## src/rtl/core/ordered_list_append_delete_assert.svh

```systemverilog
// Assertion macros used by the ordered list datapath.
`ifndef ORDERED_LIST_APPEND_DELETE_ASSERT_SVH
`define ORDERED_LIST_APPEND_DELETE_ASSERT_SVH

// Check a property on every clock edge outside reset.
`define OLAD_ASSERT(label, prop, msg) \
  label: assert property (@(posedge clk_i) disable iff (!rst_ni) prop) else $error(msg);

// Check that a condition never holds outside reset.
`define OLAD_ASSERT_NEVER(label, expr, msg) \
  label: assert property (@(posedge clk_i) disable iff (!rst_ni) !(expr)) else $error(msg);

`endif

```

## src/rtl/core/olad_pkg.sv

```systemverilog
// Types and constants shared by the ordered list modules.
package olad_pkg;

  localparam int unsigned OLAD_DEPTH = 16;
  localparam int unsigned DATA_W     = 32;

  typedef enum logic [1:0] {
    CMD_APPEND = 2'd0,
    CMD_SHOW   = 2'd1,
    CMD_DELETE = 2'd2
  } cmd_e;

  typedef enum logic [2:0] {
    ST_APPENDED  = 3'd0,
    ST_LISTED    = 3'd1,
    ST_DELETED   = 3'd2,
    ST_NOT_FOUND = 3'd3,
    ST_FULL      = 3'd4,
    ST_EMPTY     = 3'd5
  } status_e;

  typedef enum logic [1:0] {
    ELEM_VALUE = 2'd0,
    ELEM_READ  = 2'd1,
    ELEM_ZERO  = 2'd2
  } elem_sel_e;

  typedef struct packed {
    logic      latch;
    logic      rd_en;
    logic      wr_append;
    logic      wr_shift;
    logic      cnt_inc;
    logic      cnt_dec;
    logic      set_found;
    logic      emit;
    status_e   status;
    elem_sel_e elem_sel;
    logic      last;
  } dp_cmd_t;

  typedef struct packed {
    cmd_e cmd;
    logic full;
    logic empty;
    logic idx_end;
    logic rd_vld;
    logic rd_last;
    logic rd_match;
    logic found;
  } dp_stat_t;

endpackage

```

## src/rtl/core/olad_ctrl.sv

```systemverilog
// Controller state machine for the ordered list.
module olad_ctrl (
  input  logic               clk_i,
  input  logic               rst_ni,
  input  logic               start,
  output logic               busy_o,
  input  olad_pkg::dp_stat_t stat_i,
  output olad_pkg::dp_cmd_t  ctl_o
);
  import olad_pkg::*;

  typedef enum logic [2:0] {
    S_IDLE   = 3'b001,
    S_DECODE = 3'b010,
    S_SCAN   = 3'b100
  } state_e;

  state_e state_q, state_d;

  always_ff @(posedge clk_i or negedge rst_ni) begin
    if (!rst_ni) begin
      state_q <= S_IDLE;
    end else begin
      state_q <= state_d;
    end
  end

  assign busy_o = (state_q != S_IDLE);

  always_comb begin
    state_d  = state_q;
    ctl_o    = '0;
    ctl_o.status   = ST_APPENDED;
    ctl_o.elem_sel = ELEM_VALUE;
    ctl_o.last     = 1'b1;
    case (state_q)
      S_IDLE: begin
        if (start) begin
          ctl_o.latch = 1'b1;
          state_d     = S_DECODE;
        end
      end
      S_DECODE: begin
        state_d = S_IDLE;
        case (stat_i.cmd)
          CMD_APPEND: begin
            ctl_o.emit = 1'b1;
            if (stat_i.full) begin
              ctl_o.status = ST_FULL;
            end else begin
              ctl_o.wr_append = 1'b1;
              ctl_o.cnt_inc   = 1'b1;
              ctl_o.status    = ST_APPENDED;
            end
          end
          CMD_SHOW: begin
            if (stat_i.empty) begin
              ctl_o.emit     = 1'b1;
              ctl_o.status   = ST_EMPTY;
              ctl_o.elem_sel = ELEM_ZERO;
            end else begin
              state_d = S_SCAN;
            end
          end
          CMD_DELETE: begin
            if (stat_i.empty) begin
              ctl_o.emit   = 1'b1;
              ctl_o.status = ST_NOT_FOUND;
            end else begin
              state_d = S_SCAN;
            end
          end
          default: begin
            state_d = S_IDLE;
          end
        endcase
      end
      S_SCAN: begin
        ctl_o.rd_en = !stat_i.idx_end;
        if (stat_i.rd_vld) begin
          if (stat_i.cmd == CMD_SHOW) begin
            ctl_o.emit     = 1'b1;
            ctl_o.status   = ST_LISTED;
            ctl_o.elem_sel = ELEM_READ;
            ctl_o.last     = stat_i.rd_last;
            if (stat_i.rd_last) begin
              state_d = S_IDLE;
            end
          end else begin
            ctl_o.wr_shift = stat_i.found;
            if (stat_i.rd_last) begin
              ctl_o.emit = 1'b1;
              state_d    = S_IDLE;
              if (stat_i.found || stat_i.rd_match) begin
                ctl_o.cnt_dec = 1'b1;
                ctl_o.status  = ST_DELETED;
              end else begin
                ctl_o.status = ST_NOT_FOUND;
              end
            end else if (!stat_i.found && stat_i.rd_match) begin
              ctl_o.set_found = 1'b1;
            end
          end
        end
      end
      default: begin
        state_d = S_IDLE;
      end
    endcase
  end

endmodule

```

## src/rtl/core/olad_dpath.sv

```systemverilog
// Datapath for the ordered list: entry store, counters and result register.
module olad_dpath #(
  parameter int unsigned DEPTH = olad_pkg::OLAD_DEPTH
) (
  input  logic                                clk_i,
  input  logic                                rst_ni,
  input  logic [1:0]                          command_i,
  input  logic signed [olad_pkg::DATA_W-1:0]  value_i,
  input  olad_pkg::dp_cmd_t                   ctl_i,
  output olad_pkg::dp_stat_t                  stat_o,
  output logic                                strobe_o,
  output logic [2:0]                          status_o,
  output logic signed [olad_pkg::DATA_W-1:0]  element_o,
  output logic                                last_o
);
  import olad_pkg::*;

  localparam int unsigned CntW  = $clog2(DEPTH + 1);
  localparam int unsigned AddrW = $clog2(DEPTH);

  logic [DATA_W-1:0] mem [DEPTH];

  cmd_e              cmd_q;
  logic [DATA_W-1:0] val_q;
  logic [CntW-1:0]   cnt_q;
  logic [CntW-1:0]   idx_q;
  logic [AddrW-1:0]  rd_idx_q;
  logic              rd_vld_q;
  logic [DATA_W-1:0] rd_data_q;
  logic              found_q;
  logic              strobe_q;
  status_e           status_q;
  logic [DATA_W-1:0] element_q;
  logic              last_q;
  logic [DATA_W-1:0] element_d;

  always_ff @(posedge clk_i or negedge rst_ni) begin
    if (!rst_ni) begin
      cnt_q    <= '0;
      idx_q    <= '0;
      rd_vld_q <= 1'b0;
      found_q  <= 1'b0;
      strobe_q <= 1'b0;
    end else begin
      rd_vld_q <= ctl_i.rd_en;
      strobe_q <= ctl_i.emit;
      if (ctl_i.cnt_inc) begin
        cnt_q <= cnt_q + 1'b1;
      end else if (ctl_i.cnt_dec) begin
        cnt_q <= cnt_q - 1'b1;
      end
      if (ctl_i.latch) begin
        idx_q <= '0;
      end else if (ctl_i.rd_en) begin
        idx_q <= idx_q + 1'b1;
      end
      if (ctl_i.latch) begin
        found_q <= 1'b0;
      end else if (ctl_i.set_found) begin
        found_q <= 1'b1;
      end
    end
  end

  always_ff @(posedge clk_i) begin
    if (ctl_i.latch) begin
      cmd_q <= cmd_e'(command_i);
      val_q <= value_i;
    end
    if (ctl_i.rd_en) begin
      rd_idx_q  <= idx_q[AddrW-1:0];
      rd_data_q <= mem[idx_q[AddrW-1:0]];
    end
    if (ctl_i.emit) begin
      status_q  <= ctl_i.status;
      element_q <= element_d;
      last_q    <= ctl_i.last;
    end
  end

  always_ff @(posedge clk_i) begin
    if (ctl_i.wr_append) begin
      mem[cnt_q[AddrW-1:0]] <= val_q;
    end else if (ctl_i.wr_shift) begin
      mem[rd_idx_q - 1'b1] <= rd_data_q;
    end
  end

  always_comb begin
    case (ctl_i.elem_sel)
      ELEM_VALUE: element_d = val_q;
      ELEM_READ:  element_d = rd_data_q;
      ELEM_ZERO:  element_d = '0;
      default:    element_d = val_q;
    endcase
  end

  always_comb begin
    stat_o          = '0;
    stat_o.cmd      = cmd_q;
    stat_o.full     = (cnt_q == CntW'(DEPTH));
    stat_o.empty    = (cnt_q == '0);
    stat_o.idx_end  = (idx_q == cnt_q);
    stat_o.rd_vld   = rd_vld_q;
    stat_o.rd_last  = ((CntW'(rd_idx_q) + 1'b1) == cnt_q);
    stat_o.rd_match = (rd_data_q == val_q);
    stat_o.found    = found_q;
  end

  assign strobe_o  = strobe_q;
  assign status_o  = status_q;
  assign element_o = element_q;
  assign last_o    = last_q;

`include "ordered_list_append_delete_assert.svh"

  `OLAD_ASSERT_NEVER(a_cnt_bound, cnt_q > CntW'(DEPTH), "entry count above depth")
  `OLAD_ASSERT(a_append_room, ctl_i.cnt_inc |-> cnt_q < CntW'(DEPTH), "append into full list")
  `OLAD_ASSERT(a_shift_valid, ctl_i.wr_shift |-> rd_vld_q && found_q && rd_idx_q != '0,
               "shift without a prior match")
  `OLAD_ASSERT(a_cnt_dec, ctl_i.cnt_dec |=> cnt_q == $past(cnt_q) - 1'b1,
               "delete did not shrink list")

endmodule

```

## src/rtl/core/ordered_list_append_delete.sv

```systemverilog
// Top level of the ordered list with append, show and delete by value.
// A request is taken when start is high and busy is low. Append, and show or delete on an
// empty list, are settled in the decode state; show or delete on a list with entries goes on
// to a scan that walks the entry store through its single read port, one entry per cycle.
// Each result is on the outputs for exactly one cycle under strobe_o and must be taken
// then: the receiver cannot stall. last_o marks the final result of a request; an unused
// command code yields no result.
module ordered_list_append_delete #(
  parameter int unsigned DEPTH = olad_pkg::OLAD_DEPTH
) (
  input  logic                               clk_i,
  input  logic                               rst_ni,
  input  logic                               start,
  output logic                               busy,
  input  logic [1:0]                         command_i,
  input  logic signed [olad_pkg::DATA_W-1:0] value_i,
  output logic                               strobe_o,
  output logic [2:0]                         status_o,
  output logic signed [olad_pkg::DATA_W-1:0] element_o,
  output logic                               last_o
);
  import olad_pkg::*;

  dp_cmd_t  ctl;
  dp_stat_t stat;

  olad_ctrl u_ctrl (
    .clk_i  (clk_i),
    .rst_ni (rst_ni),
    .start  (start),
    .busy_o (busy),
    .stat_i (stat),
    .ctl_o  (ctl)
  );

  olad_dpath #(
    .DEPTH (DEPTH)
  ) u_dpath (
    .clk_i     (clk_i),
    .rst_ni    (rst_ni),
    .command_i (command_i),
    .value_i   (value_i),
    .ctl_i     (ctl),
    .stat_o    (stat),
    .strobe_o  (strobe_o),
    .status_o  (status_o),
    .element_o (element_o),
    .last_o    (last_o)
  );

endmodule
```

## config.mk

```make
export PLATFORM = sky130hd
export DESIGN_NAME = ordered_list_append_delete
export DESIGN_NICKNAME = d
export VERILOG_FILES = /design/src/rtl/core/olad_pkg.sv /design/src/rtl/core/olad_ctrl.sv /design/src/rtl/core/olad_dpath.sv /design/src/rtl/core/ordered_list_append_delete.sv
export VERILOG_INCLUDE_DIRS = /design/src /design/src/rtl/core
export SDC_FILE = /design/constraint.sdc
export NUM_CORES = 1
export LEC_CHECK = 0
export ABC_AREA = 1
export BUFFER_PORTS_ARGS = -buffer_cell sky130_fd_sc_hd__clkbuf_2
export CAP_MARGIN = 40
export CORE_ASPECT_RATIO = 0.9
export CORE_MARGIN = 3
export CORE_UTILIZATION = 65
export CTS_CLUSTER_DIAMETER = 150
export DETAILED_ROUTE_END_ITERATION = 6
export PLACE_DENSITY = 0.84
export SLEW_MARGIN = 20
export SYNTH_ARGS = -nofsm -noshare
export SYNTH_HDL_FRONTEND = slang
export SYNTH_SLANG_ARGS = --single-unit
```

## constraint.sdc

```tcl
create_clock -name clk_i -period 5.41 [get_ports clk_i]
set_input_delay 0.2705 -clock clk_i [delete_from_list [all_inputs] [get_ports clk_i]]
set_output_delay 0.2705 -clock clk_i [all_outputs]
set_load 0.02 [all_outputs]
```

==> results of run 1 <==
-- final cells by class --
class | instances | area share
Sequential cell | 634 | 0.646
Multi-Input combinational cell | 1131 | 0.200
Timing Repair Buffer | 177 | 0.0564
Clock buffer | 66 | 0.0512
Tap cell | 525 | 0.0224
Clock inverter | 42 | 0.0131
Inverter | 87 | 0.0113
Antenna cell | 1 | 0.0000852
-- state kept, by name (all words and copies together), names as in the netlist, 2 cells and up --
name               count
u_ctrl.state_q         3
u_dpath.cmd_q          2
u_dpath.mem          512
u_dpath.rd_idx_q       4
u_dpath.val_q         32
u_dpath.idx_q          5
u_dpath.element_o     32
u_dpath.cnt_q          5
u_dpath.status_o       3
u_dpath.rd_data_q     32
-- path summary, 6_finish.rpt --
path | to | slack, ps | cells after the start
max | u_dpath.element_o[20] | 2120 | 10
min | u_dpath.idx_q[3] | 120 | 2
max reg2reg | u_dpath.element_o[20] | 2120 | 10
min reg2reg | u_ctrl.state_q[2] | 560 | 3
max in group asynchronous | u_ctrl.state_q[0] | 4970 | 2
min in group clk_i | u_dpath.val_q[27] | 380 | 2
-- logic make-up (layout without fill, tap and decap cells) --
family,after synthesis,after routing,synth area share
AO/OA/AOI/OAI,481,481,0.109
XOR/XNOR,36,36,0.0123
adder cells (fa/ha/maj),12,12,0.00617
buffers and inverters,203,372,0.0342
flip-flops,634,634,0.742
other,0,1,0
AND/OR/NAND/NOR,602,602,0.0964
-- where the power goes --
group	switching, mW	total [mW]	internal [mW]
Combinational	1.41	1.94	0.533
Sequential	0.177	5.95	5.77
Clock	1.77	4.09	2.32
Total	3.35	12.0	8.63
-- per-layer routing --
metal  wire [um]  up-vias
met1       23100     8313
met2       30500     1480
li1            -     7460
met5           3        -
met3        9690      212
met4        2050        2
-- stage by stage --
stage,setup slack (ps),utilization,std cells,hold WS (ps)
after global placement,2040,0.686,2486,219
after CTS,2080,0.760,2659,112
final,2120,0.762,2663,117
after floorplan,2330,-,1968,-25.1
after detailed placement,2120,0.702,2515,230
after global routing,1910,0.762,2662,169
-- layout by cell type, fill, tap and decap left out, drive strengths merged --
cell | Yosys | final
edfxtp | 618 | 618
o21ai | 321 | 321
nor2 | 300 | 300
nand2 | 195 | 195
clkbuf | 71 | 140
nand3 | 97 | 97
inv | 85 | 88
o22ai | 87 | 87
buf | 45 | 67
o221ai | 53 | 53
dlygate4sd3 | 0 | 36
clkinv | 2 | 30
xnor2 | 28 | 28
dfrtp | 15 | 15
o211ai | 12 | 12
ha | 11 | 11
xor2 | 8 | 8
bufinv | 0 | 7
nor3 | 7 | 7
a21oi | 5 | 5
clkinvlp | 0 | 4
nand4 | 2 | 2
diode | 0 | 1
and3 | 1 | 1
a21o | 1 | 1
a31oi | 1 | 1
o32ai | 1 | 1
fa | 1 | 1
dfstp | 1 | 1
==> flow_summary.json, run 1 <==
{
  "first_iter_violations": 3056,
  "maxSlewHeadroom": 0.444,
  "syn_to_final_growth_pct": 14.9,
  "clock-root-buffer": "clkbuf_16",
  "tightest_slew_ps": 835,
  "clock_path_buffers": 3,
  "antenna_found_initial": 1,
  "power_density_nw_per_um2": 408,
  "grtUsageMet1": 0.434,
  "cts_tree": "done",
  "path_clk_slew_ps": 60,
  "path_buf_inv": 2,
  "hpwl_mm": 37.6,
  "crit_arrival_ps": 3600,
  "outcome": "finished, violations left",
  "post-route-drc-count": 1,
  "antenna_left": 0,
  "required_ps": 5720,
  "fin_crit_sh": 0.609,
  "yosysSeqAreaShare": 0.742,
  "yosysUniqueCellTypes": 40,
  "fp-row-count": 68,
  "fmax_mhz": 304,
  "synth_top_cell_area_share": 0.726,
  "synth_edf_count": 618,
  "drive_gt1_frac": 0.127,
  "path_cells": "nor2_1 > nand3_1 > nor2_1 > inv_1 > nor2_1 > nand2_1 > ha_1 > clkinv_1 > nand2_1 > o22ai_1",
  "finalMaxSlewViolations": 0,
  "synth_most_common_cell": "edfxtp_1",
  "seqCellArea_um2": 19000,
  "critPathTopFamily": "simple AND/OR/NAND/NOR gates",
  "finalHoldViolCount": 0,
  "post_cts_resized": 0,
  "finalNetCount": 2139,
  "async_reset_ff_frac": 0.0252,
  "postSynthAreaPerCell_um2": 13.0,
  "synth_area_um2": 25500,
  "grt_pass1_wl_mm": 98.5,
  "power_mw": 12.0,
  "grt_usage": 0.309,
  "cp_slowest_cell": "nand2_1",
  "busiest_layer": "met2",
  "n_fill_cell": 2003,
  "worst_path_largest_cell_delay_ps": 650,
  "num_vias": 17500,
  "fin_area_um2": 29400,
  "netlist_top_cells_count": "edfxtp_1, o21ai_0, nor2_1",
  "cpMostUsedCell": "nor2_1",
  "syn_inst": 1968,
  "yosys-top-cells-area": "edfxtp_1, o21ai_0, nor2_1",
  "htree_levels": 2,
  "reg2reg_from": "u_dpath.cnt_q[3]",
  "fp.coreArea_um2": 38500,
  "port_buffers": 74,
  "setup.worst_path.end_class": "register",
  "initial_core_util": 0.663,
  "setup_violations": 0,
  "failed_checks": "DRC",
  "drt_pre_antenna_iters": 7,
  "cts_buffers": 59,
  "place.gp.congestion": 0.844,
  "clkSinkCount": 634,
  "via_per_inst": 6.56,
  "hp-class": "in -> async",
  "max_cap_viol_count": 0,
  "synth_ff_type": "edfxtp_1",
  "die_area_um2": 41700,
  "syn_nets": 2017,
  "met3_usage": 0.0766,
  "fp.dieW_um": 215,
  "clock_latency_ps": 620,
  "wirelength_mm": 65.3,
  "postCtsSetupRepairBufs": 0,
  "ctsHoldBuffers": 36,
  "placed_area_um2": 27000,
  "skew_ps": 33.8,
  "peakVddDrop_v": 0.000280,
  "start_kind": "register",
  "ys_warn_count": 0,
  "grt_max_degree": 114,
  "synth_top_area_cell": "edfxtp_1",
  "wl_per_cell_um": 24.5,
  "grt_pass1_vias": 17000,
  "period_minus_slack_ps": 3290,
  "grt-ovfl-total": 0,
  "ios": 75,
  "path_max_fanout": 30,
  "leakagePower_nw": 10.0,
  "critPathKind": "reg -> reg",
  "multi_input_area_um2": 5860,
  "setup_tns_ps": 0,
  "synth-seq-cells": 634,
  "fp.dieH_um": 194,
  "critPathLaunch": "u_dpath.cnt_q[3]",
  "met2_usage": 0.482,
  "rsz0062_at_grt": "false"
}
Note: power is estimated with default switching activity, not from simulation.
==> run 2, diff against run 1 <==
--- a/config.mk
+++ b/config.mk
@@ -11,10 +11,10 @@
 export CAP_MARGIN = 40
 export CORE_ASPECT_RATIO = 0.9
 export CORE_MARGIN = 3
-export CORE_UTILIZATION = 65
+export CORE_UTILIZATION = 62
 export CTS_CLUSTER_DIAMETER = 150
 export DETAILED_ROUTE_END_ITERATION = 6
-export PLACE_DENSITY = 0.84
+export PLACE_DENSITY = 0.8
 export SLEW_MARGIN = 20
 export SYNTH_ARGS = -nofsm -noshare
 export SYNTH_HDL_FRONTEND = slang
==> constraint.sdc (replaced) <==
create_clock -name clk_i -period 3.3 [get_ports clk_i]
set_input_delay 0.165 -clock clk_i [delete_from_list [all_inputs] [get_ports clk_i]]
set_output_delay 0.165 -clock clk_i [all_outputs]
set_load 0.02 [all_outputs]
==> flow_summary.json, run 2 (synthesized netlist as in run 1, its figures left out) <==
{
  "drt_pre_antenna_iters": 7,
  "setup_tns_ps": 0,
  "maxSlewHeadroom": 0.461,
  "dpl_worst_slack_ps": 574,
  "hp-class": "in -> async",
  "busiest_layer": "met2",
  "path_cells": "ha_1 > inv_1 > nand2_4 > nor2_8 > nand2_1 > o21ai_2 > nand2_1 > nor2_4 > buf_4",
  "grtUsageMet1": 0.398,
  "finalMaxSlewViolations": 0,
  "rsz0062_at_grt": "false",
  "crit_arrival_ps": 3100,
  "fp.dieH_um": 199,
  "path_clk_slew_ps": 70,
  "dp_cells": 2534,
  "wl_per_cell_um": 23.9,
  "layout.cells.non_filler": 2681,
  "final_cell_mix": "edfxtp_1, o21ai_0, nor2_1",
  "antenna_left": 0,
  "cpMostUsedCell": "nand2_1",
  "grt_usage": 0.294,
  "skew_ps": 18.9,
  "diodes": 0,
  "port_buffers": 74,
  "post-route-drc-count": 7,
  "place.gp.congestion": 0.869,
  "power_mw": 19.7,
  "clock-root-buffer": "clkbuf_16",
  "fin_area_um2": 29300,
  "initial_core_util": 0.638,
  "ios": 75,
  "cts_tree": "done",
  "fp-row-count": 69,
  "die_area_um2": 43700,
  "grt_pass1_vias": 17000,
  "r2r_cells": 9,
  "cp_slowest_cell": "buf_4",
  "grt_max_degree": 130,
  "r2r-end": "u_dpath.mem[12][8]",
  "power_density_nw_per_um2": 672,
  "fin_ws_ps": 451,
  "failed_checks": "DRC",
  "n_fill_cell": 2330,
  "post_cts_resized": 0,
  "critPathKind": "reg -> reg",
  "period_minus_slack_ps": 2850,
  "first_iter_violations": 2595,
  "antenna_found_initial": 0,
  "cts_buffers": 58,
  "grt_pass1_wl_mm": 96.2,
  "r2r_slack_ps": 450,
  "grt-ovfl-total": 0,
  "htree_levels": 2,
  "placed_area_um2": 26900,
  "largest_reg_flops": 512,
  "outcome": "finished, violations left",
  "start_kind": "register",
  "setup.worst_path.end_class": "register",
  "clock_latency_ps": 620,
  "postCtsSetupRepairBufs": 0,
  "path_max_fanout": 32,
  "clock_path_buffers": 3,
  "required_ps": 3550,
  "setup_violations": 0,
  "worst_path_largest_cell_delay_ps": 500,
  "tightest_slew_ps": 808,
  "fin_crit_sh": 0.863,
  "leakagePower_nw": 10.0,
  "clkSinkCount": 634,
  "via_per_inst": 6.39,
  "finalNetCount": 2150,
  "top_register": "u_dpath.mem",
  "fp.coreArea_um2": 40100,
  "fmax_mhz": 351,
  "finalHoldViolCount": 0,
  "hpwl_mm": 35.9,
  "max_cap_viol_count": 0,
  "met2_usage": 0.465,
  "wirelength_mm": 64.2,
  "drive_gt1_frac": 0.132,
  "met3_usage": 0.0701,
  "num_vias": 17100,
  "peakVddDrop_v": 0.000485,
  "final_common_cell": "edfxtp_1",
  "fp.dieW_um": 220,
  "reg2reg_from": "u_dpath.cmd_q[0]",
  "syn_to_final_growth_pct": 14.6
}
## run 2: cell types whose count changed in the layout (fill, tap and decap cells not counted), moves of 7 or more
cell / before / now
buf_16: 17 / 1
buf_12: 6 / 13
o21ai_0: 296 / 309
o21ai_1: 18 / 7
buf_4: 43 / 64
## run 2: final cells by class
class,count,area [um^2],share of cell area
sequential,634,19000,0.648
multi-input combinational,1131,5860,0.200
timing repair buffer,189,1510,0.0516
clock buffer,66,1500,0.0513
tap,532,666,0.0227
clock inverter,42,450,0.0154
inverter,87,332,0.0113
## run 2: routing by layer
| layer | wire length [um] | share of wire |
|---|---|---|
| met4 | 2220 | 0.035 |
| met1 | 23600 | 0.37 |
| met5 | 0 | 0 |
| met2 | 30000 | 0.47 |
| met3 | 8290 | 0.13 |
## run 2: worst max path at each step
stage	start	end	slack, ps	cells past startpoint
global placement	u_dpath.cmd_q[0]	u_dpath.mem[4][14]	660	9
finish	u_dpath.cmd_q[0]	u_dpath.mem[12][8]	450	9
CTS	u_dpath.cmd_q[0]	u_dpath.mem[6][10]	470	9
global route	u_dpath.cmd_q[0]	u_dpath.mem[7][10]	350	9
floorplan	u_dpath.cmd_q[0]	u_dpath.mem[1][0]	220	8
detailed placement	u_dpath.cmd_q[0]	u_dpath.mem[6][16]	570	9
## run 2: stage by stage
| stage | hold slack (ps) | utilization |
|---|---|---|
| 2_1_floorplan | -131 | - |
| 3_3_place_gp | 123 | 0.671 |
| 3_5_place_dp | 133 | 0.673 |
| 4_1_cts | 7.68 | 0.730 |
| 5_1_grt | 76.2 | 0.731 |
| 6_report | 29.4 | 0.731 |
## run 2: worst max-delay path, delay by kind of cell, from the launching register on
| kind | cells | cell delay [ps] |
|---|---|---|
| buffers and inverters | 2 | 670 |
| and+or+nand+nor | 5 | 940 |
| adders and majority gates | 1 | 230 |
| AOI/OAI and AO/OA | 1 | 150 |
| DFF | 1 | 450 |
## run 2: report_power, final
group          switching (mW)  internal [mW]
sequential              0.224           9.46
clock                    2.92           3.98
combinational            2.19          0.902
## run 2: what timing repair did
action / in CTS / in global routing
hold endpoints to repair: 58 / 0
hold buffers: 36 / 0
setup endpoints to repair: 0 / 0
